<file path="src/design/dsrg_pkg.sv">
`default_nettype none
package dsrg_pkg;

  localparam logic [7:0]  ANGLE_MAX   = 8'd180;
  localparam logic [7:0]  RESET_ANGLE = 8'd90;
  localparam logic [7:0]  RESET_DELAY = 8'd13;
  localparam logic [7:0]  PULSE_BASE  = 8'd50;
  // pulse = 50 + floor(angle * 11111 / 10000); the /10000 is a multiply by
  // ceil(2^32 / 10000), exact for every angle from 0 to 180.
  localparam logic [13:0] SCALE_NUM   = 14'd11111;
  localparam logic [18:0] SCALE_RECIP = 19'd429497;
  localparam int          SCALE_SHIFT = 32;
  localparam int          NUM_LANES   = 2;

  typedef struct packed {
    logic [7:0] last;
    logic       neg;
    logic [7:0] mag;
  } lane_t;

  typedef struct packed {
    lane_t [NUM_LANES-1:0] lane;
  } cmd_t;

endpackage
`default_nettype wire

</file>
<file path="src/design/dual_servo_ramp_generator.sv">
// With the back end idle, an accepted request passes through the queue and the IDLE, DIV, ANG,
// SCL and PUL states before the first pulse request is valid; PUL waits out any output stall.
// Each step runs the back-end sequencer (divide, angle, scale, pulse, hold), the hold set by
// step_delay_ms and TICKS_PER_MS; a run is STEPS steps, then the sequencer returns to idle.
// A two-entry command queue holds the running ramp's request and one more behind it.
// Reset (synchronous, rst_n low): last angles 90, step delay 13, queue and output empty.
`default_nettype none
module dual_servo_ramp_generator #(
  parameter int STEPS        = 16,
  parameter int TICKS_PER_MS = 1
) (
  input  wire logic       clk,
  input  wire logic       rst_n,
  input  wire logic       cfg_valid,
  output logic            cfg_ready,
  input  wire logic [7:0] cfg_step_delay_ms,
  input  wire logic       in_valid,
  output logic            in_stall,
  input  wire logic [7:0] in_target_a,
  input  wire logic [7:0] in_target_b,
  output logic            out_valid,
  input  wire logic       out_stall,
  output logic [7:0]      out_pulse_a,
  output logic [7:0]      out_pulse_b,
  output logic            out_final_step
);
  import dsrg_pkg::*;

  cmd_t push_data;
  cmd_t pop_data;
  logic push, pop, full, empty;

  dsrg_front u_front (
    .clk         (clk),
    .rst_n       (rst_n),
    .in_valid    (in_valid),
    .in_stall    (in_stall),
    .in_target_a (in_target_a),
    .in_target_b (in_target_b),
    .q_full      (full),
    .q_push      (push),
    .q_push_data (push_data)
  );

  dsrg_queue u_queue (
    .clk       (clk),
    .rst_n     (rst_n),
    .push      (push),
    .push_data (push_data),
    .full      (full),
    .pop       (pop),
    .pop_data  (pop_data),
    .empty     (empty)
  );

  dsrg_back #(
    .STEPS        (STEPS),
    .TICKS_PER_MS (TICKS_PER_MS)
  ) u_back (
    .clk               (clk),
    .rst_n             (rst_n),
    .cfg_valid         (cfg_valid),
    .cfg_ready         (cfg_ready),
    .cfg_step_delay_ms (cfg_step_delay_ms),
    .q_data            (pop_data),
    .q_empty           (empty),
    .q_pop             (pop),
    .out_valid         (out_valid),
    .out_stall         (out_stall),
    .out_pulse_a       (out_pulse_a),
    .out_pulse_b       (out_pulse_b),
    .out_final_step    (out_final_step)
  );

endmodule
`default_nettype wire

</file>
<file path="src/design/dsrg_front.sv">
`default_nettype none
module dsrg_front (
  input  wire logic         clk,
  input  wire logic         rst_n,
  input  wire logic         in_valid,
  output logic              in_stall,
  input  wire logic [7:0]   in_target_a,
  input  wire logic [7:0]   in_target_b,
  input  wire logic         q_full,
  output logic              q_push,
  output dsrg_pkg::cmd_t    q_push_data
);
  import dsrg_pkg::*;

  logic [7:0] prev_r   [NUM_LANES];
  logic [7:0] prev_nxt [NUM_LANES];
  logic [7:0] tgt      [NUM_LANES];

  assign in_stall = q_full;
  assign q_push   = in_valid && !q_full;

  always_comb begin
    tgt[0] = (in_target_a > ANGLE_MAX) ? ANGLE_MAX : in_target_a;
    tgt[1] = (in_target_b > ANGLE_MAX) ? ANGLE_MAX : in_target_b;
    for (int k = 0; k < NUM_LANES; k++) begin
      q_push_data.lane[k].last = prev_r[k];
      q_push_data.lane[k].neg  = tgt[k] < prev_r[k];
      q_push_data.lane[k].mag  = (tgt[k] < prev_r[k]) ? (prev_r[k] - tgt[k])
                                                      : (tgt[k] - prev_r[k]);
      prev_nxt[k] = q_push ? tgt[k] : prev_r[k];
    end
  end

  always_ff @(posedge clk) begin
    for (int k = 0; k < NUM_LANES; k++) begin
      if (!rst_n) begin
        prev_r[k] <= RESET_ANGLE;
      end else begin
        prev_r[k] <= prev_nxt[k];
      end
    end
  end

endmodule
`default_nettype wire

</file>
<file path="src/design/dsrg_queue.sv">
`default_nettype none
module dsrg_queue (
  input  wire logic       clk,
  input  wire logic       rst_n,
  input  wire logic       push,
  input  dsrg_pkg::cmd_t  push_data,
  output logic            full,
  input  wire logic       pop,
  output dsrg_pkg::cmd_t  pop_data,
  output logic            empty
);
  import dsrg_pkg::*;

  cmd_t       mem_r [2];
  logic       wr_ptr_r, wr_ptr_nxt;
  logic       rd_ptr_r, rd_ptr_nxt;
  logic [1:0] cnt_r, cnt_nxt;

  assign full     = cnt_r == 2'd2;
  assign empty    = cnt_r == 2'd0;
  assign pop_data = mem_r[rd_ptr_r];

  always_comb begin
    wr_ptr_nxt = push ? !wr_ptr_r : wr_ptr_r;
    rd_ptr_nxt = pop ? !rd_ptr_r : rd_ptr_r;
    cnt_nxt    = cnt_r + {1'b0, push} - {1'b0, pop};
  end

  always_ff @(posedge clk) begin
    if (push) begin
      mem_r[wr_ptr_r] <= push_data;
    end
    if (!rst_n) begin
      wr_ptr_r <= 1'b0;
      rd_ptr_r <= 1'b0;
      cnt_r    <= 2'd0;
    end else begin
      wr_ptr_r <= wr_ptr_nxt;
      rd_ptr_r <= rd_ptr_nxt;
      cnt_r    <= cnt_nxt;
    end
  end

endmodule
`default_nettype wire

</file>
<file path="src/design/dsrg_back.sv">
`default_nettype none
module dsrg_back #(
  parameter int STEPS        = 16,
  parameter int TICKS_PER_MS = 1
) (
  input  wire logic        clk,
  input  wire logic        rst_n,
  input  wire logic        cfg_valid,
  output logic             cfg_ready,
  input  wire logic [7:0]  cfg_step_delay_ms,
  input  dsrg_pkg::cmd_t   q_data,
  input  wire logic        q_empty,
  output logic             q_pop,
  output logic             out_valid,
  input  wire logic        out_stall,
  output logic [7:0]       out_pulse_a,
  output logic [7:0]       out_pulse_b,
  output logic             out_final_step
);
  import dsrg_pkg::*;

  localparam int IW    = (STEPS > 1) ? $clog2(STEPS) : 1;
  localparam int PW    = 8 + IW;
  localparam int DIV_K = 24;
  localparam int DPW   = PW + 25;
  localparam int HW    = 8 + $clog2(TICKS_PER_MS + 1);
  localparam logic [24:0]   DivRecip = 25'(((64'd1 << DIV_K) + STEPS - 1) / STEPS);
  localparam logic [IW-1:0] LastIdx  = IW'(STEPS - 1);
  localparam logic [HW-1:0] Ticks    = HW'(TICKS_PER_MS);

  typedef enum logic [2:0] {
    ST_IDLE, ST_DIV, ST_ANG, ST_SCL, ST_PUL, ST_WAIT
  } state_t;

  state_t          state_r, state_nxt;
  logic [7:0]      delay_r, delay_nxt;
  logic [HW-1:0]   hold_r, hold_nxt;
  logic [IW-1:0]   idx_r, idx_nxt;
  logic            more_r, more_nxt;
  logic            ovalid_r, ovalid_nxt;
  logic            ofinal_r, ofinal_nxt;
  logic [7:0]      opulse_r   [NUM_LANES];
  logic [7:0]      opulse_nxt [NUM_LANES];
  logic [PW-1:0]   prod_r     [NUM_LANES];
  logic [PW-1:0]   prod_nxt   [NUM_LANES];
  logic [7:0]      quo_r      [NUM_LANES];
  logic [7:0]      quo_nxt    [NUM_LANES];
  logic [7:0]      ang_r      [NUM_LANES];
  logic [7:0]      ang_nxt    [NUM_LANES];
  logic [20:0]     scl_r      [NUM_LANES];
  logic [20:0]     scl_nxt    [NUM_LANES];
  logic [DPW-1:0]  dprod      [NUM_LANES];
  logic [20:0]     sprod      [NUM_LANES];
  logic [39:0]     rprod      [NUM_LANES];
  logic            out_free;

  assign cfg_ready      = 1'b1;
  assign out_valid      = ovalid_r;
  assign out_pulse_a    = opulse_r[0];
  assign out_pulse_b    = opulse_r[1];
  assign out_final_step = ofinal_r;
  assign out_free       = !ovalid_r || !out_stall;

  always_comb begin
    state_nxt  = state_r;
    delay_nxt  = (cfg_valid && cfg_ready) ? cfg_step_delay_ms : delay_r;
    hold_nxt   = hold_r;
    idx_nxt    = idx_r;
    more_nxt   = more_r;
    ovalid_nxt = (ovalid_r && !out_stall) ? 1'b0 : ovalid_r;
    ofinal_nxt = ofinal_r;
    q_pop      = 1'b0;
    for (int k = 0; k < NUM_LANES; k++) begin
      dprod[k]      = DPW'(prod_r[k]) * DPW'(DivRecip);
      sprod[k]      = 21'(ang_r[k]) * 21'(SCALE_NUM);
      rprod[k]      = 40'(scl_r[k]) * 40'(SCALE_RECIP);
      prod_nxt[k]   = prod_r[k];
      quo_nxt[k]    = quo_r[k];
      ang_nxt[k]    = ang_r[k];
      scl_nxt[k]    = scl_r[k];
      opulse_nxt[k] = opulse_r[k];
    end

    case (state_r)
      ST_IDLE: begin
        if (!q_empty) begin
          idx_nxt = '0;
          for (int k = 0; k < NUM_LANES; k++) begin
            prod_nxt[k] = '0;
          end
          state_nxt = ST_DIV;
        end
      end
      ST_DIV: begin
        for (int k = 0; k < NUM_LANES; k++) begin
          quo_nxt[k] = dprod[k][DIV_K+7:DIV_K];
        end
        state_nxt = ST_ANG;
      end
      ST_ANG: begin
        for (int k = 0; k < NUM_LANES; k++) begin
          ang_nxt[k] = q_data.lane[k].neg ? (q_data.lane[k].last - quo_r[k])
                                          : (q_data.lane[k].last + quo_r[k]);
        end
        state_nxt = ST_SCL;
      end
      ST_SCL: begin
        for (int k = 0; k < NUM_LANES; k++) begin
          scl_nxt[k] = sprod[k];
        end
        state_nxt = ST_PUL;
      end
      ST_PUL: begin
        if (out_free) begin
          for (int k = 0; k < NUM_LANES; k++) begin
            opulse_nxt[k] = PULSE_BASE + 8'(rprod[k][SCALE_SHIFT+7:SCALE_SHIFT]);
            prod_nxt[k]   = prod_r[k] + PW'(q_data.lane[k].mag);
          end
          ovalid_nxt = 1'b1;
          ofinal_nxt = idx_r == LastIdx;
          more_nxt   = idx_r != LastIdx;
          q_pop      = idx_r == LastIdx;
          idx_nxt    = idx_r + 1'b1;
          hold_nxt   = HW'(delay_r) * Ticks;
          state_nxt  = ST_WAIT;
        end
      end
      ST_WAIT: begin
        if (hold_r != '0) begin
          hold_nxt = hold_r - 1'b1;
        end else begin
          state_nxt = more_r ? ST_DIV : ST_IDLE;
        end
      end
      default: begin
        state_nxt = ST_IDLE;
      end
    endcase
  end

  always_ff @(posedge clk) begin
    idx_r    <= idx_nxt;
    more_r   <= more_nxt;
    ofinal_r <= ofinal_nxt;
    for (int k = 0; k < NUM_LANES; k++) begin
      prod_r[k]   <= prod_nxt[k];
      quo_r[k]    <= quo_nxt[k];
      ang_r[k]    <= ang_nxt[k];
      scl_r[k]    <= scl_nxt[k];
      opulse_r[k] <= opulse_nxt[k];
    end
    if (!rst_n) begin
      state_r  <= ST_IDLE;
      delay_r  <= RESET_DELAY;
      hold_r   <= '0;
      ovalid_r <= 1'b0;
    end else begin
      state_r  <= state_nxt;
      delay_r  <= delay_nxt;
      hold_r   <= hold_nxt;
      ovalid_r <= ovalid_nxt;
    end
  end

endmodule
`default_nettype wire
</file>
<file path="config.mk">
export PLATFORM = sky130hd
export DESIGN_NAME = dual_servo_ramp_generator
export DESIGN_NICKNAME = d
export VERILOG_FILES = /design/src/design/dsrg_pkg.sv /design/src/design/dual_servo_ramp_generator.sv /design/src/design/dsrg_front.sv /design/src/design/dsrg_queue.sv /design/src/design/dsrg_back.sv
export SDC_FILE = /design/constraint.sdc
export NUM_CORES = 2
export LEC_CHECK = 0
export BUFFER_PORTS_ARGS = -buffer_cell sky130_fd_sc_hd__buf_2
export CAP_MARGIN = 10
export CORE_MARGIN = 2
export CORE_UTILIZATION = 30
export DETAILED_ROUTE_END_ITERATION = 16
export PLACE_DENSITY = 0.5
export SLEW_MARGIN = 30
export SYNTH_ARGS = -nofsm -noshare
export SYNTH_HDL_FRONTEND = slang
export SYNTH_SLANG_ARGS = --single-unit
</file>
<file path="constraint.sdc">
create_clock -name clk -period 10 [get_ports clk]
set_input_delay 1.5 -clock clk [delete_from_list [all_inputs] [get_ports clk]]
set_output_delay 1.5 -clock clk [all_outputs]
set_load 0.03 [all_outputs]
</file>
==> flow_summary.toml <==
[global_routing]
first_global_vias = 18850
grt_pass1_wl_um = 98790
grt_usage_pct = 12.35
grt_max_degree = 44
antenna_found_initial = 0
grt_overflow_total = 0

[die]
design.core.area_um2 = 96420
die_w_um = 315.3
ioPinCount = 49
fp.dieArea_um2 = 99420
fp-row-count = 114
start_util_pct = 30.15
die_y_um = 315.3

[yosys]
synthFlopType = "edfxtp_1"
synth-edff-count = 188
syn-num-nets = 3741
ys_seq_area_share_pct = 22.31
synthDistinctLibCells = 70
syn_inst = 2842
syn_area_um2 = 29070
async_reset_ff_share_pct = 0
ys_ff_latch = 230
synth.avg_cell_area_um2 = 10.23
yosysWarnings = 0

[cts]
cts_hold_buf = 0
cts_resized = 0
cts_sinks = 230
path_clk_slew_ns = 0.06
cts_made_buffers = 29
cts_tree = "yes"
clockBufferDepth = 3
htreeDepth = 1
clk_latency_ns = 0.59
cts_setup_buffers = 0
clock-root-buffer = "clkbuf_16"

[critical_path]
crit_fanout = 5
critPathKind = "reg -> reg"
endpoint_kind = "register"
worstPathArrival_ns = 7.52
startpoint_type = "register"
cp.required_ns = 10.33

[sta]
period_minus_slack_ns = 7.196
worst_slew_pin_slew_ns = 0.9043
fin_hold_ws_ns = 0.4615
clock_skew_ns = 0.01534
min_period_over_period_pct = 71.96
setup-violations-final = 0
slew_violations = 0
hold_viol_final = 0
fmax_mhz = 139.0
slew_headroom_pct = 39.57
rsz0062_at_grt = "false"
setup_tns_ns = 0

[power]
power_density_nw_per_um2 = 256.4
clockPowerShare_pct = 12.9
p_comb_share_pct = 69.5
power.switching_w = 0.003684
power_leakage_nw = 15.90
ir_drop_mv = 0.1837
seqPwrFrac_pct = 17.6
switching_share_pct = 45.12
p_int_w = 0.004481

[cells_and_area]
multiInputGateArea_um2 = 19360
final_common_cell = "inv_1"
finalCoreUtilization_pct = 33.02
syn_to_final_growth_pct = 9.523
drive_above_1_share_pct = 5.548
final_area_um2 = 31840
area.sequential_um2 = 6486
antenna_cells = 0
fin_nets = 3796
layout_common_cells = "inv_1, ha_1, fa_1, edfxtp_1, a21oi_1"
fillCellCount = 10040

[run]
max_cap_violations = 0

[placed_design]
gp_congestion = 0.8966
port_buffers = 47
hpwl_um = 51550
place_area_um2 = 30890

[routing]
drc = 0
drt_iter0_markers = 753
drtAntennaViolNets = 0
drt_first_pass_iters = 5
dr_total_vias = 18060
via_per_inst = 4.303
wl_um = 59990
wire_per_inst_um = 14.30

[run_status]
status = "finished, final reports clean"

[min_path]
hold_class = "reg -> reg"
cells by family after synthesis:
logic type      Yosys count  share of synthesized area (%)
compound gates          325                          7.303
xor+xnor                130                          3.942
fa+ha+maj               870                          46.74
buf+inv                 865                          11.21
flops                   230                          22.31
mux                      62                          2.272
other cells               1                        0.01290
simple gates            359                          6.219
cell usage after synthesis (all sizes together), types with 4 or more instances:
library cell,count,share of area (%)
inv,833,11
nand3b,4,0.10
nand4,10,0.22
nand2b,13,0.28
nand3,25,0.43
nor3b,4,0.10
buf,5,0.10
nor3,29,0.50
o211ai,21,0.54
and2,20,0.43
a21o,25,0.65
o22ai,5,0.11
a31oi,18,0.44
o21ai,61,1.1
or2,10,0.22
dfxtp,42,2.9
o211a,6,0.21
ha,510,22
nor2,75,0.97
a2111oi,4,0.16
xnor2,82,2.5
edfxtp,188,19
nor2b,37,0.80
a21boi,17,0.44
fa,360,25
a311oi,4,0.12
mux2,32,1.2
mux2i,30,1.0
clkbuf,27,0.35
or3,6,0.13
o21a,18,0.46
a21oi,95,1.6
and3,15,0.32
nand2,93,1.2
a211oi,5,0.13
xor2,48,1.5
o21bai,22,0.57
final timing paths:
kind	startpoint	end	slack, ns	depth (start not counted)
min reg2reg	u_back.prod_r[0][7]	u_back.quo_r[0][3]	0.46	0
max	u_back.scl_r[0][7]	u_back.opulse_r[0][7]	2.80	26
max reg2reg	u_back.scl_r[0][7]	u_back.opulse_r[0][7]	2.80	26
min	u_back.prod_r[0][7]	u_back.quo_r[0][3]	0.46	0
layout make-up:
type	count	area share [%]
clock buffer	37	2.472
timing repair buffer	56	1.014
tap	1276	5.014
multi-input combinational	1747	60.79
sequential	230	20.37
clock inverter	17	0.5265
inverter	833	9.819
critical path, stage by stage (launching register included):
cell	delay, ns
edfxtp_1	0.49
ha_1	0.44
fa_1	0.55
inv_1	0.06
fa_1	0.49
inv_1	0.05
fa_1	0.50
fa_1	0.54
inv_1	0.05
fa_1	0.53
inv_1	0.05
ha_1	0.31
a21oi_1	0.13
o21ai_0	0.09
a221oi_1	0.27
o21bai_1	0.13
o22ai_1	0.37
nand2_1	0.15
xor2_1	0.18
ha_1	0.24
nor2b_1	0.15
nand4_1	0.09
o31a_2	0.13
or4b_4	0.46
o22a_1	0.21
mux2i_1	0.13
xnor2_1	0.12
routing by layer:
layer	routed length [um]	GRT usage (%)	up-vias
met4	892	2.143	0
met1	30610	18.05	8689
met5	0	0	-
met3	1586	1.408	56
li1	-	-	9165
met2	26900	19.84	145
per-stage QoR:
step | power (W) | instances | worst slack [ns]
global route | 0.009264 | 4196 | 2.259
global placement | 0.007204 | 4141 | 2.815
detailed placement | 0.007216 | 4142 | 2.764
floorplan | 0.005902 | 2842 | 3.193
CTS | 0.008342 | 4196 | 2.742
finish | 0.008164 | 4196 | 2.804
sequential cells by signal, indices dropped and copies added (netlist names), 2 cells and up, named ones only:
signal / flops
u_back.hold_r: 9
u_back.prod_r: 24
u_back.state_r: 3
u_back.quo_r: 16
u_back.opulse_r: 16
u_back.delay_r: 8
u_back.scl_r: 42
u_queue.cnt_r: 2
u_back.idx_r: 4
u_queue.mem_r: 68
u_front.prev_r: 16
u_back.ang_r: 16
power groups by stage:
stage | sequential (W) | combinational [W] | clock [W]
2_1_floorplan | 0.00143 | 0.00447 | 0
5_1_grt | 0.00145 | 0.00668 | 0.00114
3_5_place_dp | 0.00146 | 0.00576 | 0
4_1_cts | 0.00144 | 0.00580 | 0.00110
3_3_place_gp | 0.00146 | 0.00575 | 0
6_report | 0.00144 | 0.00567 | 0.00105
(Power assumes the default switching activity.)
